File: src/rtl/core/h2r_pkg.sv
// Shared types and constants for the HSV to RGB converter.
package h2r_pkg;

    // Unsigned fixed point, 12 fraction bits, 4096 = 1.0
    typedef logic [12:0] fix_t;

    localparam fix_t ONE_FIX = 13'd4096;

    // Hue in degrees times 64: full turn and one 60 degree sector
    localparam logic signed [16:0] FULL_TURN     = 17'sd23040;
    localparam logic signed [16:0] TWO_TURNS     = 17'sd46080;
    localparam logic [14:0]        SECTOR_SIZE   = 15'd3840;

    // Sector start points within the wrapped hue
    localparam logic [14:0] SECTOR_1_BASE = 15'd3840;
    localparam logic [14:0] SECTOR_2_BASE = 15'd7680;
    localparam logic [14:0] SECTOR_3_BASE = 15'd11520;
    localparam logic [14:0] SECTOR_4_BASE = 15'd15360;
    localparam logic [14:0] SECTOR_5_BASE = 15'd19200;

    // f = rem * 16 / 15 computed as (rem * FRAC_RECIP) >> FRAC_SHIFT
    localparam logic [15:0] FRAC_RECIP = 16'd34953;
    localparam int          FRAC_SHIFT = 15;

    typedef enum logic [2:0] {
        SECTOR_0 = 3'd0,
        SECTOR_1 = 3'd1,
        SECTOR_2 = 3'd2,
        SECTOR_3 = 3'd3,
        SECTOR_4 = 3'd4,
        SECTOR_5 = 3'd5
    } sector_t;

    // Hue split result passed to the shading stages
    typedef struct packed {
        sector_t     sector;
        logic [11:0] rem;
        fix_t        sat;
        fix_t        val;
        fix_t        p;
    } split_t;

    // Shading result passed to the color select stage
    typedef struct packed {
        sector_t sector;
        fix_t    val;
        fix_t    p;
        fix_t    q;
        fix_t    t;
    } shade_t;

    // Clamp a 13-bit fixed point value to 1.0
    function automatic fix_t clamp_one(input fix_t x);
        fix_t r;
        r = (x > ONE_FIX) ? ONE_FIX : x;
        return r;
    endfunction

endpackage

File: src/rtl/core/h2r_hue_unit.sv
// Hue wrap, sector split and p product: two pipeline stages.
module h2r_hue_unit
(
    input  logic                 clk,
    input  logic                 rst_n,
    input  logic                 in_valid,
    output logic                 in_ready,
    input  logic signed [15:0]   hue,
    input  h2r_pkg::fix_t        sat,
    input  h2r_pkg::fix_t        val,
    output logic                 out_valid,
    input  logic                 out_ready,
    output h2r_pkg::split_t      split
);

    logic              s1_valid_reg;
    logic              s1_valid_next;
    logic [14:0]       s1_hue_reg;
    logic [14:0]       s1_hue_next;
    h2r_pkg::fix_t     s1_sat_reg;
    h2r_pkg::fix_t     s1_val_reg;
    logic              s1_ready;

    logic              s2_valid_reg;
    logic              s2_valid_next;
    h2r_pkg::split_t   s2_reg;
    h2r_pkg::split_t   s2_next;
    logic              s2_ready;

    logic signed [16:0] hue_ext;
    logic signed [16:0] hue_wrap;
    logic [14:0]        base;
    logic [14:0]        rem_full;
    logic [25:0]        p_prod;

    assign s2_ready = !s2_valid_reg || out_ready;
    assign s1_ready = !s1_valid_reg || s2_ready;
    assign in_ready = s1_ready;

    // Stage 1: wrap hue into one turn
    always_comb
    begin
        hue_ext = {hue[15], hue};
        if (hue_ext >= h2r_pkg::FULL_TURN)
        begin
            hue_wrap = hue_ext - h2r_pkg::FULL_TURN;
        end
        else if (hue_ext >= 17'sd0)
        begin
            hue_wrap = hue_ext;
        end
        else if (hue_ext >= -h2r_pkg::FULL_TURN)
        begin
            hue_wrap = hue_ext + h2r_pkg::FULL_TURN;
        end
        else
        begin
            hue_wrap = hue_ext + h2r_pkg::TWO_TURNS;
        end
        s1_hue_next   = hue_wrap[14:0];
        s1_valid_next = s1_ready ? in_valid : s1_valid_reg;
    end

    // Stage 2: sector, remainder within the sector, and p
    always_comb
    begin
        s2_next.sat = s1_sat_reg;
        s2_next.val = s1_val_reg;
        if (s1_hue_reg >= h2r_pkg::SECTOR_5_BASE)
        begin
            s2_next.sector = h2r_pkg::SECTOR_5;
            base           = h2r_pkg::SECTOR_5_BASE;
        end
        else if (s1_hue_reg >= h2r_pkg::SECTOR_4_BASE)
        begin
            s2_next.sector = h2r_pkg::SECTOR_4;
            base           = h2r_pkg::SECTOR_4_BASE;
        end
        else if (s1_hue_reg >= h2r_pkg::SECTOR_3_BASE)
        begin
            s2_next.sector = h2r_pkg::SECTOR_3;
            base           = h2r_pkg::SECTOR_3_BASE;
        end
        else if (s1_hue_reg >= h2r_pkg::SECTOR_2_BASE)
        begin
            s2_next.sector = h2r_pkg::SECTOR_2;
            base           = h2r_pkg::SECTOR_2_BASE;
        end
        else if (s1_hue_reg >= h2r_pkg::SECTOR_1_BASE)
        begin
            s2_next.sector = h2r_pkg::SECTOR_1;
            base           = h2r_pkg::SECTOR_1_BASE;
        end
        else
        begin
            s2_next.sector = h2r_pkg::SECTOR_0;
            base           = 15'd0;
        end
        rem_full    = s1_hue_reg - base;
        s2_next.rem = rem_full[11:0];
        p_prod      = {13'd0, s1_val_reg} * {13'd0, h2r_pkg::ONE_FIX - s1_sat_reg};
        s2_next.p   = p_prod[24:12];
        s2_valid_next = s2_ready ? s1_valid_reg : s2_valid_reg;
    end

    always_ff @(posedge clk or negedge rst_n)
    begin
        if (!rst_n)
        begin
            s1_valid_reg <= 1'b0;
            s2_valid_reg <= 1'b0;
        end
        else
        begin
            s1_valid_reg <= s1_valid_next;
            s2_valid_reg <= s2_valid_next;
        end
    end

    always_ff @(posedge clk)
    begin
        if (in_valid && s1_ready)
        begin
            s1_hue_reg <= s1_hue_next;
            s1_sat_reg <= h2r_pkg::clamp_one(sat);
            s1_val_reg <= h2r_pkg::clamp_one(val);
        end
        if (s1_valid_reg && s2_ready)
        begin
            s2_reg <= s2_next;
        end
    end

    assign out_valid = s2_valid_reg;
    assign split     = s2_reg;

endmodule

File: src/rtl/core/h2r_shade_unit.sv
// Fraction, scaled saturation and q/t products: three pipeline stages.
module h2r_shade_unit
(
    input  logic              clk,
    input  logic              rst_n,
    input  logic              in_valid,
    output logic              in_ready,
    input  h2r_pkg::split_t   split,
    output logic              out_valid,
    input  logic              out_ready,
    output h2r_pkg::shade_t   shade
);

    typedef struct packed {
        h2r_pkg::sector_t sector;
        logic [11:0]      frac;
        h2r_pkg::fix_t    sat;
        h2r_pkg::fix_t    val;
        h2r_pkg::fix_t    p;
    } frac_stage_t;

    typedef struct packed {
        h2r_pkg::sector_t sector;
        h2r_pkg::fix_t    sf;
        h2r_pkg::fix_t    sfc;
        h2r_pkg::fix_t    val;
        h2r_pkg::fix_t    p;
    } sat_stage_t;

    logic             s3_valid_reg;
    logic             s3_valid_next;
    frac_stage_t      s3_reg;
    frac_stage_t      s3_next;
    logic             s3_ready;

    logic             s4_valid_reg;
    logic             s4_valid_next;
    sat_stage_t       s4_reg;
    sat_stage_t       s4_next;
    logic             s4_ready;

    logic             s5_valid_reg;
    logic             s5_valid_next;
    h2r_pkg::shade_t  s5_reg;
    h2r_pkg::shade_t  s5_next;
    logic             s5_ready;

    logic [27:0]      frac_prod;
    h2r_pkg::fix_t    frac_comp;
    logic [25:0]      sf_prod;
    logic [25:0]      sfc_prod;
    logic [25:0]      q_prod;
    logic [25:0]      t_prod;

    assign s5_ready = !s5_valid_reg || out_ready;
    assign s4_ready = !s4_valid_reg || s5_ready;
    assign s3_ready = !s3_valid_reg || s4_ready;
    assign in_ready = s3_ready;

    // Stage 3: f = rem * 4096 / 3840 by reciprocal multiply
    always_comb
    begin
        frac_prod      = {16'd0, split.rem} * {12'd0, h2r_pkg::FRAC_RECIP};
        s3_next.frac   = frac_prod[h2r_pkg::FRAC_SHIFT +: 12];
        s3_next.sector = split.sector;
        s3_next.sat    = split.sat;
        s3_next.val    = split.val;
        s3_next.p      = split.p;
        s3_valid_next  = s3_ready ? in_valid : s3_valid_reg;
    end

    // Stage 4: sat * f and sat * (1 - f)
    always_comb
    begin
        frac_comp      = h2r_pkg::ONE_FIX - {1'b0, s3_reg.frac};
        sf_prod        = {13'd0, s3_reg.sat} * {14'd0, s3_reg.frac};
        sfc_prod       = {13'd0, s3_reg.sat} * {13'd0, frac_comp};
        s4_next.sf     = sf_prod[24:12];
        s4_next.sfc    = sfc_prod[24:12];
        s4_next.sector = s3_reg.sector;
        s4_next.val    = s3_reg.val;
        s4_next.p      = s3_reg.p;
        s4_valid_next  = s4_ready ? s3_valid_reg : s4_valid_reg;
    end

    // Stage 5: q and t
    always_comb
    begin
        q_prod         = {13'd0, s4_reg.val} * {13'd0, h2r_pkg::ONE_FIX - s4_reg.sf};
        t_prod         = {13'd0, s4_reg.val} * {13'd0, h2r_pkg::ONE_FIX - s4_reg.sfc};
        s5_next.q      = q_prod[24:12];
        s5_next.t      = t_prod[24:12];
        s5_next.sector = s4_reg.sector;
        s5_next.val    = s4_reg.val;
        s5_next.p      = s4_reg.p;
        s5_valid_next  = s5_ready ? s4_valid_reg : s5_valid_reg;
    end

    always_ff @(posedge clk or negedge rst_n)
    begin
        if (!rst_n)
        begin
            s3_valid_reg <= 1'b0;
            s4_valid_reg <= 1'b0;
            s5_valid_reg <= 1'b0;
        end
        else
        begin
            s3_valid_reg <= s3_valid_next;
            s4_valid_reg <= s4_valid_next;
            s5_valid_reg <= s5_valid_next;
        end
    end

    always_ff @(posedge clk)
    begin
        if (in_valid && s3_ready)
        begin
            s3_reg <= s3_next;
        end
        if (s3_valid_reg && s4_ready)
        begin
            s4_reg <= s4_next;
        end
        if (s4_valid_reg && s5_ready)
        begin
            s5_reg <= s5_next;
        end
    end

    assign out_valid = s5_valid_reg;
    assign shade     = s5_reg;

endmodule

File: src/rtl/core/h2r_color_mux.sv
// Sector-driven placement of val, p, q and t onto the output register.
module h2r_color_mux
(
    input  logic              clk,
    input  logic              rst_n,
    input  logic              in_valid,
    output logic              in_ready,
    input  h2r_pkg::shade_t   shade,
    output logic              out_valid,
    input  logic              out_ready,
    output h2r_pkg::fix_t     red,
    output h2r_pkg::fix_t     green,
    output h2r_pkg::fix_t     blue
);

    logic           valid_reg;
    logic           valid_next;
    h2r_pkg::fix_t  red_reg;
    h2r_pkg::fix_t  red_next;
    h2r_pkg::fix_t  green_reg;
    h2r_pkg::fix_t  green_next;
    h2r_pkg::fix_t  blue_reg;
    h2r_pkg::fix_t  blue_next;

    assign in_ready = !valid_reg || out_ready;

    always_comb
    begin
        case (shade.sector)
            h2r_pkg::SECTOR_0:
            begin
                red_next = shade.val; green_next = shade.t;   blue_next = shade.p;
            end
            h2r_pkg::SECTOR_1:
            begin
                red_next = shade.q;   green_next = shade.val; blue_next = shade.p;
            end
            h2r_pkg::SECTOR_2:
            begin
                red_next = shade.p;   green_next = shade.val; blue_next = shade.t;
            end
            h2r_pkg::SECTOR_3:
            begin
                red_next = shade.p;   green_next = shade.q;   blue_next = shade.val;
            end
            h2r_pkg::SECTOR_4:
            begin
                red_next = shade.t;   green_next = shade.p;   blue_next = shade.val;
            end
            default:
            begin
                red_next = shade.val; green_next = shade.p;   blue_next = shade.q;
            end
        endcase
        valid_next = in_ready ? in_valid : valid_reg;
    end

    always_ff @(posedge clk or negedge rst_n)
    begin
        if (!rst_n)
        begin
            valid_reg <= 1'b0;
        end
        else
        begin
            valid_reg <= valid_next;
        end
    end

    always_ff @(posedge clk)
    begin
        if (in_valid && in_ready)
        begin
            red_reg   <= red_next;
            green_reg <= green_next;
            blue_reg  <= blue_next;
        end
    end

    assign out_valid = valid_reg;
    assign red       = red_reg;
    assign green     = green_reg;
    assign blue      = blue_reg;

endmodule

File: src/rtl/core/hsv_to_rgb_converter.sv
// Top level of the HSV to RGB pixel converter.
//
//   Channel   Direction  Handshake             Payload
//   -------   ---------  --------------------  -----------------------------
//   input     in         in_valid / in_ready   hue (s16), sat (u13), val (u13)
//   output    out        out_valid / out_ready red, green, blue (u13 each)
//
// One pixel is accepted in every clock cycle unless a stall backs up to the
// input. A pixel passes six register stages (wrap, split, fraction, scaled
// saturation, q/t products, color select), and the color select register
// drives out_valid and the three color outputs.
// Reset clears the valid bit of every stage; payload registers hold junk
// until loaded. Each stage holds while the stage after it is full and
// stalled, so a stall at the output backs up stage by stage and empty
// stages keep accepting: nothing is dropped or repeated.
module hsv_to_rgb_converter
(
    input  logic                clk,
    input  logic                rst_n,
    input  logic                in_valid,
    output logic                in_ready,
    input  logic signed [15:0]  hue,
    input  logic [12:0]         sat,
    input  logic [12:0]         val,
    output logic                out_valid,
    input  logic                out_ready,
    output logic [12:0]         red,
    output logic [12:0]         green,
    output logic [12:0]         blue
);

    // Hue unit to shading unit
    logic             split_valid;
    logic             split_ready;
    h2r_pkg::split_t  split;

    // Shading unit to color select
    logic             shade_valid;
    logic             shade_ready;
    h2r_pkg::shade_t  shade;

    // Wrap hue into one turn, find the sector and remainder, form p
    h2r_hue_unit u_hue
    (
        .clk       (clk),
        .rst_n     (rst_n),
        .in_valid  (in_valid),
        .in_ready  (in_ready),
        .hue       (hue),
        .sat       (sat),
        .val       (val),
        .out_valid (split_valid),
        .out_ready (split_ready),
        .split     (split)
    );

    // Derive the sector fraction, then q and t
    h2r_shade_unit u_shade
    (
        .clk       (clk),
        .rst_n     (rst_n),
        .in_valid  (split_valid),
        .in_ready  (split_ready),
        .split     (split),
        .out_valid (shade_valid),
        .out_ready (shade_ready),
        .shade     (shade)
    );

    // Place val, p, q and t on the color channels and hold the result
    h2r_color_mux u_mux
    (
        .clk       (clk),
        .rst_n     (rst_n),
        .in_valid  (shade_valid),
        .in_ready  (shade_ready),
        .shade     (shade),
        .out_valid (out_valid),
        .out_ready (out_ready),
        .red       (red),
        .green     (green),
        .blue      (blue)
    );

endmodule

File: config.mk
export PLATFORM = sky130hd
export DESIGN_NAME = hsv_to_rgb_converter
export DESIGN_NICKNAME = d
export VERILOG_FILES = /design/src/rtl/core/h2r_pkg.sv /design/src/rtl/core/h2r_hue_unit.sv /design/src/rtl/core/h2r_shade_unit.sv /design/src/rtl/core/h2r_color_mux.sv /design/src/rtl/core/hsv_to_rgb_converter.sv
export SDC_FILE = /design/constraint.sdc
export NUM_CORES = 2
export LEC_CHECK = 0
export ABC_AREA = 1
export BUFFER_PORTS_ARGS = -buffer_cell sky130_fd_sc_hd__buf_2
export CAP_MARGIN = 20
export CORE_ASPECT_RATIO = 0.75
export CORE_UTILIZATION = 40
export CTS_BUF_LIST = sky130_fd_sc_hd__clkbuf_4 sky130_fd_sc_hd__clkbuf_8 sky130_fd_sc_hd__clkbuf_16
export CTS_CLUSTER_SIZE = 14
export DETAILED_ROUTE_END_ITERATION = 10
export PLACE_DENSITY = 0.54
export REMOVE_ABC_BUFFERS = 1
export SYNTH_ARGS = -nofsm -noshare
export SYNTH_HDL_FRONTEND = slang
export SYNTH_SLANG_ARGS = --single-unit
File: constraint.sdc
create_clock -name clk -period 7 [get_ports clk]
set_input_delay 0.35 -clock clk [delete_from_list [all_inputs] [get_ports clk]]
set_output_delay 0.35 -clock clk [all_outputs]
set_load 0.02 [all_outputs]
**Word-level counts from Yosys, hierarchy flattened**

Index checks and enable logic that the tools add are counted.

- Register bits after elaboration: 304
- Latch bits: 0
- RAM bits: 0
- Bits in read-only memories: 0
- Output and inout bits: 41
- Logic and storage cells: 100
- Memories kept: 0

- $add $sub $neg: 8
- Multiply operators: 6
- Div/mod/pow operators: 0
- Order comparisons: 10
- Equality and inequality tests: 4
- Shifts and indexed selects: 0
- Muxes and demuxes: 15
- Bitwise operators: 0
- Reduce and logical (&&, ||, !) cells: 24

Operator list:

| kind | count |
|---|---|
| one-hot mux 13 bit (3 select lines) | 3 |
| multiplier 13 x 13 -> 25 bit | 4 |
| two-way mux 12 bit | 5 |
| two-way mux 15 bit | 3 |
| subtractor 13 bit, first input constant | 3 |
| >= comparator 16 bit, second input constant | 2 |
| adder 15 bit, second input constant | 2 |
| >= comparator 15 x 14 -> 1 bit, second input constant | 2 |
| multiplier 12 x 16 -> 27 bit, second input constant | 1 |
| greater-than comparator 13 bit, second input constant | 2 |
| multiplier 13 x 12 -> 25 bit | 1 |
| >= comparator 16 x 1 -> 1 bit, second input constant | 1 |
| >= comparator 15 x 12 -> 1 bit, second input constant | 1 |
| >= comparator 15 x 13 -> 1 bit, second input constant | 1 |
| >= comparator 15 bit, second input constant | 1 |
| subtractor 15 bit, second input constant | 1 |
| subtractor 13 x 12 -> 13 bit, first input constant | 1 |
| subtractor 12 bit | 1 |
| OR reduction 2 bit | 5 |
| equality test 3 x 2 -> 1 bit, second input constant | 2 |
| logical AND 1 bit | 6 |
| zero test 1 bit | 6 |
| logical OR 1 bit | 6 |
| two-way mux 3 bit | 2 |
| 4 further kinds | 5 |

**Longest topological paths before layout**

- Depth in word-level cells: 8
- Gate-level depth with buffers: 33

**By module**

A second synthesis with hierarchy kept.

- Cells, all modules: 5087
- Area, all modules: 41597.4 um^2

Modules (own cells, without submodules):

| module | instances | cells each | area each (um^2) | sequential area each (um^2) |
|---|---|---|---|---|
| h2r_shade_unit | 1 | 3593 | 29216.8 | 4999.8 |
| h2r_hue_unit | 1 | 1125 | 9761.9 | 2902.8 |
| h2r_color_mux | 1 | 369 | 2618.8 | 1196.1 |

**Least setup slack after synthesis**

OpenSTA, ideal clock, no wires.

- Path kind: flip-flop to flip-flop
- Start point: register u_shade.s3_reg[39] in the netlist's numbering
- End point: register u_shade.s4_reg[35] in the netlist's numbering, data pin
- Setup time: 252 ps
- Arrival: 5501 ps
- Required time: 6748 ps
- Slack: 1247 ps
- Stages on the path, launching flop included: 31
- Buffers on the path: 3
- Clock period less this slack: 5753 ps
- Cell sequence: edfxtp_1 -> buf_6 -> clkbuf_1 -> inv_1 -> ha_1 -> nand2_1 -> nor2_2 -> nand3_2 -> nor2_2 -> nand2_1 -> and2_1 -> buf_2 -> inv_4 -> nor2_1 -> fa_1 -> inv_1 -> fa_1 -> inv_1 -> fa_1 -> fa_1 -> inv_1 -> fa_1 -> inv_1 -> ha_1 -> nand2_1 -> nor2_1 -> nand4_1 -> o21ai_0 -> nand2_1 -> nand3_1 -> nand2_1

RTL lines:

| item | RTL line | source |
|---|---|---|
| start, declared | h2r_shade_unit.sv:32 | `frac_stage_t s3_reg;` |
| start signal, assigned | h2r_shade_unit.sv:119 | `s3_reg <= s3_next;` |
| end signal, assigned | h2r_shade_unit.sv:123 | `s4_reg <= s4_next;` |
| end, declared | h2r_shade_unit.sv:38 | `sat_stage_t s4_reg;` |

**Final worst setup path**

- Start point: register u_shade.s4_reg[26] in the netlist's numbering
- End point: register u_shade.s5_reg (netlist bit u_shade.shade[12]), data pin

- Word-level cells in the longest chain between the ends: 2

RTL lines:

| item | RTL line | source |
|---|---|---|
| subtractor 13 bit | h2r_shade_unit.sv:90 | `t_prod = {13'd0, s4_reg.val} * {13'd0, h2r_pkg::ONE_FIX - s4_reg.sfc};` |
| multiplier 13 x 13 -> 25 bit | h2r_shade_unit.sv:90 |  |
| via u_shade.t_prod[24] | h2r_shade_unit.sv:53 | `logic [25:0] t_prod;` |
| end signal, assigned | h2r_shade_unit.sv:127 | `s5_reg <= s5_next;` |
| end, declared | h2r_shade_unit.sv:44 | `h2r_pkg::shade_t s5_reg;` |

The timed path passes the listed nets, and every way through them passes these cells.
A chain may end at the register's enable or synchronous reset.

==> reports/results.tsv <==
metric	value	unit
Die Height	280	um
core area	102000	um^2
layout cells sized above 1	5.03	%
final setup TNS	0	ps
Avg WL per Cell	17.0	um
final hold vios	0	
setup violators final	0	
outcome	finished, final reports clean	
multi-input logic area	26900	um^2
initial antenna violation count	0	
vias per inst	4.93	
global-route wire length before repair	176	mm
antenna viol nets, final	0	
FP Rows	101	
Synth cell types	59	
GRT overflow	0	
Yosys reg bits	304	
Num CTS Buffers	34	
HPWL after DPL	88.9	mm
unrepaired setup endpoints after global routing	false	
most frequent cells in the layout	1230 x nand2_1, 1204 x inv_1, 600 x fa_1	
setup slack after layout	583	ps
Worst-Margin Slew	1090	ps
Detailed Routing Iterations Pass 1	5	
placed insts	6289	
Final Cycle Share	91.7	%
Seq/Total Area, Yosys	22.1	%
Non-Filler Instances	6364	
vias in the first global route	32400	
clk root buf	clkbuf_16	
area of the mapped netlist	41100	um^2
clk sink count	304	
nets	6024	
pin count of the biggest net entering global routing	56	
post-synth top area share	29.2	%
post_cts resized	0	
Reg area	9100	um^2
clk_lat worst skew	600	ps
Routability Congestion	0.926	
Tmin final	6420	ps
crit-path max FO	14	
largest cells by area after synthesis	fa_1 29%, edfxtp_1 22%, ha_1 11%	
Ys Warns	0	
relative slew slack	27.3	%
Syn Area/Cell	8.32	um^2
hold buffers post-CTS	13	
gr usage total	21.7	%
final WL	108	mm
clock-pin slew on the worst setup and hold paths	60	ps
Initial DRC Count	2292	
io pins	87	
drt drc	0	
clock buffer depth	3	
die width	372	um
Worst EP required	7340	ps
DIE AREA	104000	um^2
Cells after Synth	4946	
crit path DAT	6760	ps
Yosys top cell by area	fa_1	
path type of the worst setup path	reg -> reg	
final slew viol count	0	
hold slack	65.0	ps
CP Launch Type	flop	
port bufs	86	
initial cell density of the core	40.5	%
H-tree lvl count	2	
CTS tree	built	
final-layout fill cell count	10200	
most common cell after layout, fill and taps aside	nand2_1	
asr flop ratio synth	1.97	%
via count	31400	
# diodes	0	
Post-Place Setup Slack	642	ps
Post-CTS Setup Repair Bufs	0	
P&R area growth vs syn	8.01	%
MaxCap Viol Count	0	
Fmax	156	MHz
Synth Flop Type	edfxtp_1	
Worst Hold Class	in -> reg	
skew final	32.1	ps
CP Capture Type	flop	
Post-synth EDFFs	298	
==> area by class of cell <==
class	count	share of cell area, %
Clock inverter	20	0.631
Sequential cell	304	20.5
Timing Repair Buffer	151	2.14
Tap cell	1339	3.77
Clock buffer	41	2.03
Multi-Input combinational cell	3284	60.6
Inverter	1225	10.4
==> routing by layer <==
| layer | wire (um) | share of wire (%) | GRT usage [%] |
|---|---|---|---|
| met1 | 52000 | 48 | 32.1 |
| met2 | 46500 | 43 | 32.8 |
| met3 | 8250 | 7.6 | 4.42 |
| met4 | 1560 | 1.4 | 3.75 |
| met5 | 0 | 0 | 0 |
==> cells in the mapped netlist, drive strengths merged, types with 11 or more instances <==
cell,number
clkbuf,98
inv,1221
fa,600
a21o,13
or2,12
nand2,1238
o21ai,105
nand3,126
o2111ai,25
a22oi,11
a21oi,132
edfxtp,298
nor2,439
nor4,12
ha,378
xor2,37
xnor2,25
nand4,39
o21bai,11
nor3,37
buf,35
==> cells by family after synthesis <==
logic type | Yosys count | share of synthesized area (%)
AND/OR/NAND/NOR | 1922 | 18.8
XOR/XNOR | 62 | 1.32
flip-flops | 304 | 22.1
multiplexers | 1 | 0.0243
adder cells (fa/ha/maj) | 978 | 40.7
buffers and inverters | 1358 | 12.5
AO/OA/AOI/OAI | 321 | 4.53
==> through the flow <==
stage,utilization [%],area [um^2]
3_5_place_dp,42.4,43100
5_1_grt,43.7,44400
3_3_place_gp,42.4,43100
6_report,43.7,44400
2_1_floorplan,-,40600
4_1_cts,43.7,44400
==> path summary, 6_finish.rpt <==
path | slack, ps | from | endpoint | depth (start not counted)
max | 580 | u_shade.s4_reg[26]$_DFFE_PP_ | u_shade.shade[12]$_DFFE_PP_ | 22
min | 60 | out_ready | u_mux.out_valid$_DFFE_PN0P_ | 4
max reg2reg | 580 | u_shade.s4_reg[26]$_DFFE_PP_ | u_shade.shade[12]$_DFFE_PP_ | 22
min reg2reg | 410 | u_shade.s4_reg[52]$_DFFE_PP_ | u_shade.shade[52]$_DFFE_PP_ | 0
max in group asynchronous | 6710 | rst_n | u_hue.s1_valid_reg$_DFFE_PN0N_ | 2
min in group asynchronous | 140 | rst_n | u_mux.out_valid$_DFFE_PN0P_ | 2
==> critical path, stage by stage (launching register included) <==
cell      delay [ps]
edfxtp_1         660
inv_1             90
ha_1             240
nand2_1          160
nor2_1           100
xnor2_1          460
inv_1            300
nor2_1           200
fa_1             460
fa_1             560
fa_1             430
fa_1             490
inv_1             50
fa_1             470
inv_1             40
ha_1             340
nand2_1          130
nor4_1           540
nand3_1          220
inv_1             90
nor2_1            50
nand2_1           50
nand2_1           40
Power is left out: the tool's default activity adds up to more than one toggle a clock period on the data nets, which glitch-free logic cannot reach.
